--- src/design/mlpd_pkg.sv ---
// Shared types and constants for the monochrome pixel draw engine.
// Used by mlpd_front, mlpd_back and mono_lcd_pixel_draw_engine.
`timescale 1ns / 1ps
`default_nettype none

package mlpd_pkg;

  localparam int unsigned COORD_W     = 8;
  localparam int unsigned WORD_W      = 16;
  localparam int unsigned ADDR_W      = 9;
  localparam int unsigned STORE_WORDS = 512;
  localparam int unsigned QUEUE_DEPTH = 2;
  localparam int unsigned QPTR_W      = 1;
  localparam int unsigned QCNT_W      = 2;

  // lower half of the panel sits eight words further on in the store
  localparam logic [ADDR_W-1:0] LOWER_HALF_OFFSET = 9'd8;
  localparam logic [WORD_W-1:0] LEFT_BIT_MASK     = 16'h8000;

  // request codes on req_type
  localparam logic [2:0] REQ_PIXEL = 3'd0;
  localparam logic [2:0] REQ_HLINE = 3'd1;
  localparam logic [2:0] REQ_VLINE = 3'd2;
  localparam logic [2:0] REQ_RECT  = 3'd3;
  localparam logic [2:0] REQ_FILL  = 3'd4;
  localparam logic [2:0] REQ_READ  = 3'd5;

  typedef enum logic [2:0] {
    CMD_PIXEL,
    CMD_HLINE,
    CMD_VLINE,
    CMD_RECT,
    CMD_FILL,
    CMD_READ,
    CMD_NOP
  } cmd_e;

  // decoded command; rectangle corners already sorted
  typedef struct packed {
    cmd_e               op;
    logic [COORD_W-1:0] x0;
    logic [COORD_W-1:0] y0;
    logic [COORD_W-1:0] x1;
    logic [COORD_W-1:0] y1;
    logic [COORD_W-1:0] len;   // line length, or rectangle height
    logic [COORD_W-1:0] wlen;  // rectangle width
    logic               color;
  } cmd_t;

  typedef struct packed {
    logic clearing;  // power-up clearing pass running
    logic take;      // back end takes the head command this cycle
  } back_stat_t;

endpackage

`default_nettype wire

--- src/design/mlpd_front.sv ---
// Front end: accepts requests, decodes and sorts them, and holds them in a
// short command queue for the back end. Depends on mlpd_pkg.
`timescale 1ns / 1ps
`default_nettype none

module mlpd_front (
  input  wire logic                          clk_i,
  input  wire logic                          rst_ni,
  input  wire logic                          start_i,
  output logic                               busy_o,
  input  wire logic [2:0]                    req_type_i,
  input  wire logic [mlpd_pkg::COORD_W-1:0]  x_start_i,
  input  wire logic [mlpd_pkg::COORD_W-1:0]  y_start_i,
  input  wire logic [mlpd_pkg::COORD_W-1:0]  x_end_i,
  input  wire logic [mlpd_pkg::COORD_W-1:0]  y_end_i,
  input  wire logic [mlpd_pkg::COORD_W-1:0]  line_length_i,
  input  wire logic                          color_i,
  input  wire mlpd_pkg::back_stat_t          back_stat_i,
  output logic                               cmd_valid_o,
  output mlpd_pkg::cmd_t                     cmd_o
);

  mlpd_pkg::cmd_t                  dec_cmd;
  mlpd_pkg::cmd_t                  queue_q [mlpd_pkg::QUEUE_DEPTH];
  logic [mlpd_pkg::QPTR_W-1:0]     wr_ptr_q, wr_ptr_d;
  logic [mlpd_pkg::QPTR_W-1:0]     rd_ptr_q, rd_ptr_d;
  logic [mlpd_pkg::QCNT_W-1:0]     cnt_q, cnt_d;
  logic                            full, push, pop;
  logic [mlpd_pkg::COORD_W-1:0]    xlo, xhi, ylo, yhi;

  assign full        = (cnt_q == mlpd_pkg::QCNT_W'(mlpd_pkg::QUEUE_DEPTH));
  assign busy_o      = full | back_stat_i.clearing;
  assign push        = start_i & ~busy_o;
  assign cmd_valid_o = (cnt_q != '0);
  assign pop         = back_stat_i.take & cmd_valid_o;
  assign cmd_o       = queue_q[rd_ptr_q];

  assign xlo = (x_start_i > x_end_i) ? x_end_i : x_start_i;
  assign xhi = (x_start_i > x_end_i) ? x_start_i : x_end_i;
  assign ylo = (y_start_i > y_end_i) ? y_end_i : y_start_i;
  assign yhi = (y_start_i > y_end_i) ? y_start_i : y_end_i;

  always_comb begin
    dec_cmd       = '0;
    dec_cmd.x0    = x_start_i;
    dec_cmd.y0    = y_start_i;
    dec_cmd.x1    = x_end_i;
    dec_cmd.y1    = y_end_i;
    dec_cmd.len   = line_length_i;
    dec_cmd.color = color_i;
    case (req_type_i)
      mlpd_pkg::REQ_PIXEL: dec_cmd.op = mlpd_pkg::CMD_PIXEL;
      mlpd_pkg::REQ_HLINE: dec_cmd.op = mlpd_pkg::CMD_HLINE;
      mlpd_pkg::REQ_VLINE: dec_cmd.op = mlpd_pkg::CMD_VLINE;
      mlpd_pkg::REQ_RECT: begin
        dec_cmd.op   = mlpd_pkg::CMD_RECT;
        dec_cmd.x0   = xlo;
        dec_cmd.x1   = xhi;
        dec_cmd.y0   = ylo;
        dec_cmd.y1   = yhi;
        // a full 0..255 span wraps to zero and draws nothing
        dec_cmd.len  = yhi - ylo + 8'd1;
        dec_cmd.wlen = xhi - xlo + 8'd1;
      end
      mlpd_pkg::REQ_FILL: dec_cmd.op = mlpd_pkg::CMD_FILL;
      mlpd_pkg::REQ_READ: dec_cmd.op = mlpd_pkg::CMD_READ;
      default:            dec_cmd.op = mlpd_pkg::CMD_NOP;
    endcase
  end

  always_comb begin
    wr_ptr_d = wr_ptr_q;
    rd_ptr_d = rd_ptr_q;
    cnt_d    = cnt_q;
    if (push) begin
      wr_ptr_d = wr_ptr_q + 1'b1;
    end
    if (pop) begin
      rd_ptr_d = rd_ptr_q + 1'b1;
    end
    case ({push, pop})
      2'b10:   cnt_d = cnt_q + 1'b1;
      2'b01:   cnt_d = cnt_q - 1'b1;
      default: cnt_d = cnt_q;
    endcase
  end

  always_ff @(posedge clk_i or negedge rst_ni) begin
    if (!rst_ni) begin
      wr_ptr_q <= '0;
      rd_ptr_q <= '0;
      cnt_q    <= '0;
    end else begin
      wr_ptr_q <= wr_ptr_d;
      rd_ptr_q <= rd_ptr_d;
      cnt_q    <= cnt_d;
    end
  end

  always_ff @(posedge clk_i) begin
    if (push) begin
      queue_q[wr_ptr_q] <= dec_cmd;
    end
  end

`ifndef SYNTHESIS
  a_queue_bound: assert property (@(posedge clk_i) disable iff (!rst_ni)
    cnt_q <= mlpd_pkg::QCNT_W'(mlpd_pkg::QUEUE_DEPTH))
    else $error("command queue overfilled");
`endif

endmodule

`default_nettype wire

--- config.mk ---
export PLATFORM = sky130hd
export DESIGN_NAME = mlpd_front
export DESIGN_NICKNAME = d
export VERILOG_FILES = /design/src/design/mlpd_pkg.sv /design/src/design/mlpd_front.sv
export SDC_FILE = /design/constraint.sdc
export NUM_CORES = 1
export LEC_CHECK = 0
export BUFFER_PORTS_ARGS = -buffer_cell sky130_fd_sc_hd__buf_2
export CAP_MARGIN = 20
export CORE_MARGIN = 4
export CORE_UTILIZATION = 40
export DETAILED_ROUTE_END_ITERATION = 7
export PLACE_DENSITY = 0.58
export SLEW_MARGIN = 10
export SYNTH_ARGS = -nofsm -noshare
export SYNTH_HDL_FRONTEND = slang
export SYNTH_SLANG_ARGS = --single-unit
export TNS_END_PERCENT = 1
--- constraint.sdc ---
create_clock -name clk_i -period 3.9 [get_ports clk_i]
set_input_delay 0.39 -clock clk_i [delete_from_list [all_inputs] [get_ports clk_i]]
set_output_delay 0.39 -clock clk_i [all_outputs]
set_load 0.02 [all_outputs]
======== Word-level counts from Yosys, hierarchy flattened ========
Memory sizes are Yosys's and may differ from the RTL's.
Index checks and enable logic that the tools add are counted.
word-level totals
  bits in writable memories ............... 104
  register bits after elaboration ......... 4
  memories kept ........................... 1
  bits of input ports ..................... 49
  output and inout bits ................... 54
memory list
  name     words  width  rd ports  clocked after Yosys merged registers in  wr ports  line              RTL
  queue_q  2      52     1         0                                        1         mlpd_front.sv:24  mlpd_pkg::cmd_t queue_q [mlpd_pkg::QUEUE_DEPTH];
operators by class
  $add $sub $neg .......................... 8
  $lt $le $gt $ge ......................... 2
  bitwise logic cells ..................... 4
  equal/unequal tests ..................... 8
  multiplexer cells ....................... 9
  reduce and logical (&&, ||, !) cells .... 3
operators by type and width
  kind                                                                count
  48-bit two-way mux                                                  1
  8-bit two-way mux                                                   4
  3-bit case mux with 6 select lines                                  1
  8-bit by 1-bit adder with 8-bit output, second input constant       2
  8-bit > comparator                                                  2
  8-bit subtractor                                                    2
  3-bit by 2-bit == test with 1-bit output, second input constant     2
  3-bit == test, second input constant                                2
  2-bit == test, second input constant                                2
  2-bit case mux with 2 select lines                                  1
  2-bit nonzero test                                                  2
  3-bit by 1-bit == test with 1-bit output, second input constant     1
  3-bit logical NOT                                                   1
  1-bit adder, second input constant                                  2
  2-bit by 1-bit adder with 2-bit output, second input constant       1
  1-bit bitwise AND                                                   2
  2-bit by 1-bit == test with 1-bit output, second input constant     1
  1-bit two-way mux                                                   2
  2-bit by 1-bit subtractor with 2-bit output, second input constant  1
  1-bit inverter                                                      1
  1-bit bitwise OR                                                    1

======== Longest topological paths before layout ========
Gate-level depths: netlist of the first run.
  word-level depth ........................ 6
  depth in mapped cells ................... 18
  gate-level depth less buffers ........... 17

======== Worst setup path after synthesis of the first run ========
OpenSTA, ideal clock, no wires.
  path kind ............................... register -> register
  from .................................... register cnt_q[0] (netlist name)
  to ...................................... memory queue_q[0][0] (netlist name), enable pin
  arrival ................................. 2.917 ns
  setup slack ............................. 0.521 ns
  setup time .............................. 0.462 ns
  path buffers ............................ 0
  data required time ...................... 3.438 ns
  stages on the path, launching flop included .. 5
  cell sequence ........................... dfrtp_1 > inv_1 > a21oi_1 > nand2_1 > nor2_1
between the ends
  longest elaborated chain between the ends .. 6
ends and longest elaborated chain
  what                                     line               RTL
  from (decl)                              mlpd_front.sv:27   logic [mlpd_pkg::QCNT_W-1:0] cnt_q, cnt_d;
  from (signal assigned)                   mlpd_front.sv:96   cnt_q <= cnt_d;
  2-bit == test                            mlpd_front.sv:31   assign full = (cnt_q == mlpd_pkg::QCNT_W'(mlpd_pkg::QUEUE_DEPTH));
  1-bit bitwise OR                         mlpd_front.sv:32   assign busy_o = full | back_stat_i.clearing;
  1-bit inverter                           mlpd_front.sv:33   assign push = start_i & ~busy_o;
  1-bit bitwise AND                        mlpd_front.sv:33
  1-bit two-way mux                        mlpd_front.sv:101  if (push) begin
  1-bit two-way mux (implied by the code)  mlpd_front.sv:102  queue_q[wr_ptr_q] <= dec_cmd;
  to (decl)                                mlpd_front.sv:24
No other way between the ends.

==> reports/summary.txt, run 1 <==
mux contribution to synthesized area - 15.2%
switching share of total power - 34.1%
die area - 0.0162 mm2
Final period util - 87.6%
VDD IR max - 225 uV
Leak - 2.62 nW
Comb power frac - 35.4%
H-tree depth - 3
Top Usage Layer GRT - met2
Starting Density - 40.9%
Worst-Margin Slew - 0.590 ns
Clock Path Buffers - 2
TritonCTS clock tree - done
gr ovfl total - 0
Post-DRT Antenna Nets - 0
reg2reg path depth - 4
fin crit period - 3.42 ns
ranking of synthesized cells by area - edfxtp_1 (55%), mux2_2 (15%), ha_1 (6.6%), o21ai_0 (2.5%), nand2_1 (1.8%)
share of cells above drive strength 1 - 39.9%
Critical Path Sink Type - flop
Pre-antenna DRT Iters - 4
final cell count without fillers - 717
vias per cell - 5.11
Fillers - 1238
status - completed
routed vias - 3663
Area growth, synth to finish - 17.5%
placed wire-length estimate - 8.75 mm
final routed DRC violation total - 0
register share of total power - 41.6%
Clk pwr share - 23.0%
Most used DFF post-synth - edfxtp_1
Final Hold Viols - 0
number of diodes - 0
Clock Latency Late Sink - 0.34 ns
die height - 127 um
port bufs - 102
share of synthesized flip-flops with an asynchronous set or reset - 3.70%
Final TNS setup - 0 ns
largest area contributor in the netlist - edfxtp_1
Routed WL - 12.0 mm
GP Congestion - 0.863
Power Dens Cells - 556 mW/mm2
max_slew headroom - 60.7%
crit path launch type - primary input
Mapped Cells - 428
max-slew violation count - 0
global-route wire length before repair - 18.8 mm
initial DRC count - 198
vias in the first global route - 3664
placed cell count - 700
core area - 0.0139 mm2
Mapped Area - 0.00568 mm2
Synth Net Count - 509
Top Ports - 103
met1 GRT Util - 20.7%
clock input transition at the sequential cells of the worst setup and hold paths - 0.07 ns
max cap viols - 0
count of nets after finishing - 613
TritonCTS Buffers - 9
Post-Synth XOR/XNOR Area - 1.85%
met2 GRT Util - 23.2%
cell with the most instances after synthesis - edfxtp_1
hold-critical path depth - 1
Compound-Gate Fraction of Synth Area - 7.89%
WP data required - 3.98 ns
Netlist cell types - 50
clock root buffer - clkbuf_16
M3 GR Usage - 2.72%
worst-path fanout max - 14
Tightest Hold Check Type - primary input to flop
Setup CP Type - primary input to flop
largest net degree at the start of global routing - 33
DR WL/cell - 16.7 um
RSZ-0062 raised after global routing - false
post-synthesis register bit count - 108
Synth Area per Inst - 13.3 um2
sequential share of the synthesized area - 56.8%
Die W - 127 um
most common library cells after synthesis - edfxtp_1 (104), mux2_2 (74), ha_1 (30)
net switching power - 0.00127 W
GRT Overall Usage - 14.9%
number of flops mapped to enable cells by yosys - 104
initial antenna violation count - 0
main combinational cell family by area after synthesis - multiplexers
post-synthesis adder-cell area fraction - 7.32%
Max Clk Rate - 0.293 GHz
area share of the leading cell type in the synthesized netlist - 55.0%
YS warnings - 0
crit path DAT - 3.50 ns
CTS Sinks - 108
clk_skew - 0.00466 ns
P_int - 0.00244 W
simple-gate share of the synthesized area - 7.80%
# rows - 43
Setup Viol. Count Final - 0
[registers in the layout (all words and copies together) (netlist names)]
signal / count
queue_q: 104
cnt_q: 2
rd_ptr_q: 1
wr_ptr_q: 1
[logic make-up after synthesis]
group | after synthesis
flops | 108
simple gates | 85
mux | 76
compound gates | 73
buf+inv | 42
fa+ha+maj | 32
xor+xnor | 12
[final timing paths]
check	startpoint	endpoint	slack, ns
hold / removal	color_i	queue_q[1][0]	0.24
setup / recovery	y_end_i[1]	queue_q[1][16]	0.48
min in group asynchronous	rst_ni	cnt_q[0]	0.39
setup reg to reg	cnt_q[0]	queue_q[1][3]	1.72
max in group asynchronous	rst_ni	rd_ptr_q	3.38
hold reg to reg	cnt_q[1]	cnt_q[1]	0.50
[critical path, stage by stage]
cell and delay, ns:
buf_2 0.11, inv_1 0.05, ha_1 0.30, nor2b_1 0.14, o211ai_1 0.19, a21oi_1 0.13, o21a_2 0.32, nand2b_1 0.17
o21ai_0 0.15, ha_1 0.19, inv_1 0.05, fa_1 0.39, nor2b_1 0.20, o31a_1 0.17, o311ai_1 0.14, and3_1 0.22
nand3_1 0.08, nand3_1 0.10
[timing repair]
action,CTS,global route
hold buffers,1,0
endpoints found under the hold margin,4,0
buffers inserted,0,0
resized for setup,0,0
[metal layers]
metal	share of wire [%]	wire, um	vias to the layer above
li1	-	-	1804
met4	1.7	209	0
met5	0	0	-
met2	46	5450	88
met3	4.5	539	14
met1	48	5750	1757
[cell usage in the layout, fill, tap and decap left out, drive strengths merged, types with 4 or more instances in the layout]
| master | n |
|---|---|
| a21o | 4 |
| a21oi | 16 |
| and2 | 4 |
| buf | 108 |
| clkbuf | 9 |
| clkinv | 5 |
| dfrtp | 4 |
| edfxtp | 104 |
| ha | 30 |
| inv | 28 |
| mux2 | 76 |
| nand2 | 29 |
| nand2b | 8 |
| nand3 | 5 |
| nand4 | 5 |
| nor2 | 12 |
| nor2b | 5 |
| nor3 | 4 |
| o211ai | 4 |
| o21ai | 28 |
| o22ai | 6 |
| or2 | 4 |
| or3 | 4 |
| xnor2 | 7 |
| xor2 | 5 |
[stage by stage]
step / utilization, % / total power [W] / hold slack [ns] / setup slack, ns / area [um2]
5_1_grt: 48.1 / 0.00392 / 0.224 / 0.167 / 6670
3_3_place_gp: 46.0 / 0.00290 / 0.196 / 0.245 / 6390
3_5_place_dp: 46.0 / 0.00290 / 0.201 / 0.128 / 6390
4_1_cts: 48.1 / 0.00377 / 0.220 / 0.491 / 6670
6_report: 48.1 / 0.00371 / 0.240 / 0.482 / 6670
2_1_floorplan: - / 0.00249 / 0.0944 / 0.521 / 5680
[power by group through the flow]
stage / combinational [W] / clock [W] / sequential [W]
2_1_floorplan: 0.000964 / 0 / 0.00152
3_3_place_gp: 0.00133 / 0 / 0.00157
3_5_place_dp: 0.00133 / 0 / 0.00157
4_1_cts: 0.00134 / 0.000880 / 0.00155
5_1_grt: 0.00143 / 0.000926 / 0.00156
6_report: 0.00131 / 0.000852 / 0.00154
[final cells by class]
type	count	area, um2	area share, %
multi-input combinational	278	2280	34.2
clock buffer	9	225	3.38
tap	180	225	3.38
clock inverter	7	50.0	0.750
inverter	26	97.6	1.46
sequential	108	3220	48.3
timing repair buffer	109	566	8.48
Note: power is estimated with default switching activity, not from simulation.
==> run 2: changes to the inputs <==
--- a/config.mk
+++ b/config.mk
@@ -7,6 +7,7 @@
 export LEC_CHECK = 0
 export BUFFER_PORTS_ARGS = -buffer_cell sky130_fd_sc_hd__buf_2
 export CAP_MARGIN = 20
+export CORE_ASPECT_RATIO = 1.25
 export CORE_MARGIN = 4
 export CORE_UTILIZATION = 40
 export DETAILED_ROUTE_END_ITERATION = 7
==> reports/summary.txt, run 2 (same netlist as run 1, synthesis figures left out) <==
Worst-Margin Slew - 0.611 ns (+0.0216 ns)
Starting Density - 40.9% (about the same)
core area - 0.0139 mm2 (about the same)
Setup Viol. Count Final - 0 (unchanged)
reg2reg path depth - 5 (+1)
largest registers - queue_q x104, cnt_q x2
routed vias - 3649 (-0.38%)
RSZ-0062 raised after global routing - false
count of nets after finishing - 612 (-0.16%)
gr ovfl total - 0 (unchanged)
commonest cells after routing, fill and taps aside - edfxtp_1 (104), buf_2 (102), mux2_2 (74)
vias per cell - 5.13 (+0.46%)
critical path startpoint - y_end_i[1]
fin crit period - 3.45 ns (+0.0305 ns)
die area - 0.0162 mm2 (about the same)
setup bufs post-CTS - 0 (unchanged)
Clock Latency Late Sink - 0.35 ns (about the same)
DR WL/cell - 17.0 um (+1.8%)
Comb power frac - 34.3% (-1.1 points)
share of cells above drive strength 1 - 39.7% (-0.11 points)
Max Clk Rate - 0.290 GHz (-0.89%)
initial DRC count - 178 (-10%)
Tightest Hold Check Type - primary input to flop
Crit path largest cell delay - 0.39 ns (about the same)
final cell count without fillers - 711 (-0.84%)
dpl cell area - 0.00637 mm2 (-0.22%)
vias in the first global route - 3844 (+4.9%)
max-slew violation count - 0 (unchanged)
CTS Sinks - 108 (unchanged)
VDD IR max - 327 uV (+46%)
Clk pwr share - 25.0% (+2.0 points)
Power Dens Cells - 566 mW/mm2 (+1.9%)
crit path launch type - primary input
# rows - 48 (+12%)
P_int - 0.00251 W (+2.8%)
Post-DRT Antenna Nets - 0 (unchanged)
clock input transition at the sequential cells of the worst setup and hold paths - 0.07 ns (about the same)
final routed DRC violation total - 0 (unchanged)
Final TNS setup - 0 ns (unchanged)
clk_skew - 0.00496 ns (+0.000299 ns)
global-route wire length before repair - 19.9 mm (+5.6%)
Die W - 115 um (-9.9%)
max_slew headroom - 59.1% (-1.5 points)
DP Worst Slack - 0.154 ns (+0.0263 ns)
Design Area, Final - 0.00669 mm2 (+0.32%)
Worst path slowest cell - fa_1
commonest non-fill, non-tap cell in the layout - edfxtp_1
Area growth, synth to finish - 17.9%
TritonCTS clock tree - done
critical-path cell list - buf_2, inv_1, ha_1, nor2b_1, o211ai_1, a21oi_1, o21a_2, nand2b_1, o21ai_0, ha_1, inv_1, fa_1, nor2b_1, o31a_1, o311ai_1, and3_1, nand3_1, nand3_1
Critical Path Sink Type - flop
TritonCTS Buffers - 9 (unchanged)
Leak - 2.63 nW (+0.34%)
max FFs per register - 104 (unchanged)
WP data required - 3.99 ns (about the same)
port bufs - 102 (unchanged)
placed cell count - 694 (-0.86%)
Clock Path Buffers - 2 (unchanged)
clock root buffer - clkbuf_16
GRT Overall Usage - 15.6% (+0.78 points)
switching share of total power - 33.7% (-0.41 points)
Most flops, register - queue_q
number of diodes - 0 (unchanged)
net switching power - 0.00128 W (+0.95%)
largest net degree at the start of global routing - 36 (+9.1%)
die height - 141 um (+11%)
Final period util - 88.4% (+0.78 points)
register share of total power - 40.7% (-0.9 points)
Setup WS post-layout - 0.452 ns (-0.0305 ns)
Critical R2R Launch - cnt_q[0]
max cap viols - 0 (unchanged)
Routed WL - 12.1 mm (+0.98%)
H-tree depth - 3 (unchanged)
placed wire-length estimate - 8.72 mm (-0.39%)
Setup CP Type - primary input to flop
Top Ports - 103 (unchanged)
worst-path fanout max - 14 (unchanged)
Pre-antenna DRT Iters - 4 (unchanged)
reg2reg setup slack - 1.62 ns (-0.10 ns)
Final Hold Viols - 0 (unchanged)
initial antenna violation count - 0 (unchanged)
crit path DAT - 3.54 ns (+0.04 ns)
GP Congestion - 0.852 (-1.4%)
Worst Setup EP - queue_q[0][16]
status - completed
worst flop-to-flop path endpoint - queue_q[0][4]
-- run 2: changes by cell type in the layout (fill, tap and decap cells not counted), sizes merged --
| cell | delta |
|---|---|
| clkinv | -5 |
| bufinv | +1 |
| buf | -1 |
| inv | +4 |
-- run 2: power groups by stage --
| stage | clock [W] | combinational [W] | sequential (W) |
|---|---|---|---|
| global placement | 0 | 0.00131 | 0.00156 |
| detailed placement | 0 | 0.00132 | 0.00157 |
| floorplan | 0 | 0.000964 | 0.00152 |
| global route | 0.00104 | 0.00142 | 0.00156 |
| finish | 0.000947 | 0.00130 | 0.00154 |
| CTS | 0.000975 | 0.00133 | 0.00155 |
-- run 2: final cells by class --
class	count	area, um2
clock buffers	9	225
inverters	26	97.6
multi-input cells	278	2280
clock inverters	7	85.1
flip-flops and latches	108	3220
fillers	1242	7180
well taps	175	219
repair buffers	108	558
-- run 2: worst min-delay path by stage --
| stage | start | endpoint | slack (ns) | cells after the start |
|---|---|---|---|---|
| 4_1_cts | color_i | queue_q[0][0] | 0.22 | 1 |
| 3_3_place_gp | rst_ni | wr_ptr_q | 0.20 | 1 |
| 6_report | color_i | queue_q[0][0] | 0.23 | 1 |
| 3_5_place_dp | rst_ni | wr_ptr_q | 0.21 | 1 |
| 5_1_grt | color_i | queue_q[0][0] | 0.22 | 1 |
| 2_1_floorplan | rst_ni | cnt_q[0] | 0.09 | 0 |
-- run 2: what timing repair did --
item / in CTS / in global routing
hold buffers: 1 / 0
endpoints found under the hold margin: 4 / 0
endpoints found under the setup margin: 0 / 0
gates resized for setup: 0 / 0
-- run 2: critical path, delay by kind of cell --
| family | cells | cell delay, ns |
|---|---|---|
| buf+inv | 3 | 0.23 |
| simple gates | 6 | 0.91 |
| compound gates | 6 | 1.12 |
| fa+ha+maj | 3 | 0.87 |
-- run 2: per-layer routing --
metal  up-vias  share of wire (%)  track usage, %
met5         -                  0               0
met4         0                2.0            5.63
met3        14                4.8            3.05
met2        78                 47            24.2
met1      1757                 46            21.8
li1       1800                  -               -
-- run 2: through the flow --
stage               power, W  hold WS [ns]  util (%)
global placement     0.00287         0.198      45.9
finish               0.00379         0.232      48.2
global route         0.00402         0.222      48.2
detailed placement   0.00289         0.207      45.9
CTS                  0.00385         0.220      48.2
floorplan            0.00249        0.0944         -
==> run 3: changes to the inputs <==
--- a/config.mk
+++ b/config.mk
@@ -7,11 +7,13 @@
 export LEC_CHECK = 0
 export BUFFER_PORTS_ARGS = -buffer_cell sky130_fd_sc_hd__buf_2
 export CAP_MARGIN = 20
+export CELL_PAD_IN_SITES_DETAIL_PLACEMENT = 0
+export CELL_PAD_IN_SITES_GLOBAL_PLACEMENT = 1
 export CORE_ASPECT_RATIO = 1.25
 export CORE_MARGIN = 4
 export CORE_UTILIZATION = 40
 export DETAILED_ROUTE_END_ITERATION = 7
-export PLACE_DENSITY = 0.58
+export PLACE_DENSITY = 0.69
 export SLEW_MARGIN = 10
 export SYNTH_ARGS = -nofsm -noshare
 export SYNTH_HDL_FRONTEND = slang
==> reports/summary.txt, run 3 (same netlist as run 1, synthesis figures left out) <==
net switching power - 0.00127 W (-0.17%)
Tightest Hold Check Type - primary input to flop
TritonCTS clock tree - done
initial antenna violation count - 0 (unchanged)
clock input transition at the sequential cells of the worst setup and hold paths - 0.07 ns (about the same)
share of cells above drive strength 1 - 39.6% (-0.15 points)
Power Dens Cells - 557 mW/mm2 (-1.6%)
Setup Viol. Count Final - 0 (unchanged)
GRT Overall Usage - 15.8% (+0.14 points)
crit path DAT - 3.57 ns (+0.03 ns)
port bufs - 102 (unchanged)
max cap viols - 0 (unchanged)
number of diodes - 0 (unchanged)
global-route wire length before repair - 19.8 mm (-0.38%)
Final period util - 89.4% (+0.95 points)
largest net degree at the start of global routing - 36 (unchanged)
Clk pwr share - 23.0% (-2.0 points)
routed vias - 3724 (+2.1%)
max FFs per register - 104 (unchanged)
max-slew violation count - 0 (unchanged)
Die W - 115 um (unchanged)
core area - 0.0139 mm2 (unchanged)
# rows - 48 (unchanged)
crit path launch type - primary input
Max Clk Rate - 0.287 GHz (-1.1%)
Fillers - 1313 (+5.7%)
final cell count without fillers - 713 (+0.28%)
switching share of total power - 34.3% (+0.57 points)
Worst-Margin Slew - 0.598 ns (-0.0131 ns)
VDD IR max - 306 uV (-6.6%)
Top Ports - 103 (unchanged)
Clock Latency Late Sink - 0.34 ns (about the same)
fin crit period - 3.49 ns (+0.0369 ns)
worst-path fanout max - 14 (unchanged)
die area - 0.0162 mm2 (unchanged)
placed cell count - 696 (+0.29%)
Most flops, register - queue_q
max_slew headroom - 60.0% (+0.88 points)
Post-DRT Antenna Nets - 0 (unchanged)
TritonCTS Buffers - 9 (unchanged)
Final TNS setup - 0 ns (unchanged)
commonest cells after routing, fill and taps aside - edfxtp_1 (104), buf_2 (102), mux2_2 (74)
final routed DRC violation total - 0 (unchanged)
clock root buffer - clkbuf_16
P_int - 0.00244 W (-2.7%)
commonest non-fill, non-tap cell in the layout - edfxtp_1
RSZ-0062 raised after global routing - false
initial DRC count - 121 (-32%)
GP Congestion - 0.918 (+7.8%)
Critical Path Sink Type - flop
placed wire-length estimate - 9.21 mm (+5.6%)
register share of total power - 41.3% (+0.6 points)
Routed WL - 12.5 mm (+3.5%)
count of nets after finishing - 614 (+0.33%)
Starting Density - 40.9% (unchanged)
reg2reg setup slack - 1.78 ns (+0.16 ns)
Pre-antenna DRT Iters - 4 (unchanged)
CTS Sinks - 108 (unchanged)
Comb power frac - 35.8% (+1.5 points)
DR WL/cell - 17.5 um (+3.2%)
setup bufs post-CTS - 0 (unchanged)
WP data required - 3.98 ns (about the same)
status - completed
largest registers - queue_q x104, cnt_q x2
vias in the first global route - 3874 (+0.78%)
Area growth, synth to finish - 17.6%
Setup CP Type - primary input to flop
H-tree depth - 3 (unchanged)
clk_skew - 0.00616 ns (+0.00121 ns)
Final Hold Viols - 0 (unchanged)
die height - 141 um (unchanged)
vias per cell - 5.22 (+1.8%)
Clock Path Buffers - 2 (unchanged)
Leak - 2.62 nW (-0.43%)
gr ovfl total - 0 (unchanged)
==> run 3: per-layer routing <==
metal,track usage [%],routed length (um)
met5,0,0
met1,17.6,4800
met2,29.7,6900
met4,5.07,213
met3,3.05,562
==> run 3: power groups by stage <==
stage	Clock [W]	Sequential (W)	Combinational [W]
finish	0.000854	0.00154	0.00133
global route	0.000928	0.00155	0.00145
CTS	0.000885	0.00154	0.00137
detailed placement	0	0.00156	0.00136
global placement	0	0.00155	0.00135
floorplan	0	0.00152	0.000964
==> run 3: layout make-up <==
class                   instances  area [um2]  area share, %
inverters                      26        97.6           1.46
clock buffers                   9         225           3.37
repair buffers                110         573           8.58
flip-flops and latches        108        3220           48.3
multi-input cells             278        2280           34.2
clock inverters                 7        52.6          0.787
well taps                     175         219           3.28
==> run 3: critical path, stage by stage <==
cell      delay, ns
buf_2          0.10
inv_1          0.04
ha_1           0.38
nand4_1        0.15
or2_2          0.35
o21a_2         0.22
nand2b_1       0.18
o21ai_0        0.15
ha_1           0.19
inv_1          0.06
fa_1           0.40
nor2b_1        0.23
o31a_1         0.18
o311ai_1       0.15
and3_1         0.24
nand3_1        0.08
nand3_1        0.09
==> run 3: path summary, 6_finish.rpt <==
check,end,depth (start not counted),from
worst max register to register,queue_q[1][23],4,cnt_q[0]
worst min-delay path,queue_q[1][0],1,color_i
worst min register to register,cnt_q[1],1,cnt_q[1]
max in group asynchronous,rd_ptr_q,2,rst_ni
worst max-delay path,queue_q[0][16],17,y_end_i[7]
min in group asynchronous,cnt_q[1],2,rst_ni
==> run 3: timing repair <==
item / CTS / global route
resized for setup: 0 / 0
endpoints found under the hold margin: 4 / 0
hold buffers: 1 / 0
==> run 3: stage by stage <==
step / total power (W) / instance area [um2] / hold slack (ns) / worst slack (ns) / utilization, %
after detailed placement: 0.00292 / 6390 / 0.204 / 0.0543 / 46.0
after CTS: 0.00379 / 6680 / 0.224 / 0.413 / 48.1
final: 0.00372 / 6680 / 0.239 / 0.415 / 48.1
after global routing: 0.00393 / 6680 / 0.238 / 0.139 / 48.1
after global placement: 0.00290 / 6390 / 0.200 / 0.108 / 46.0
after floorplan: 0.00249 / 5680 / 0.0944 / 0.521 / -
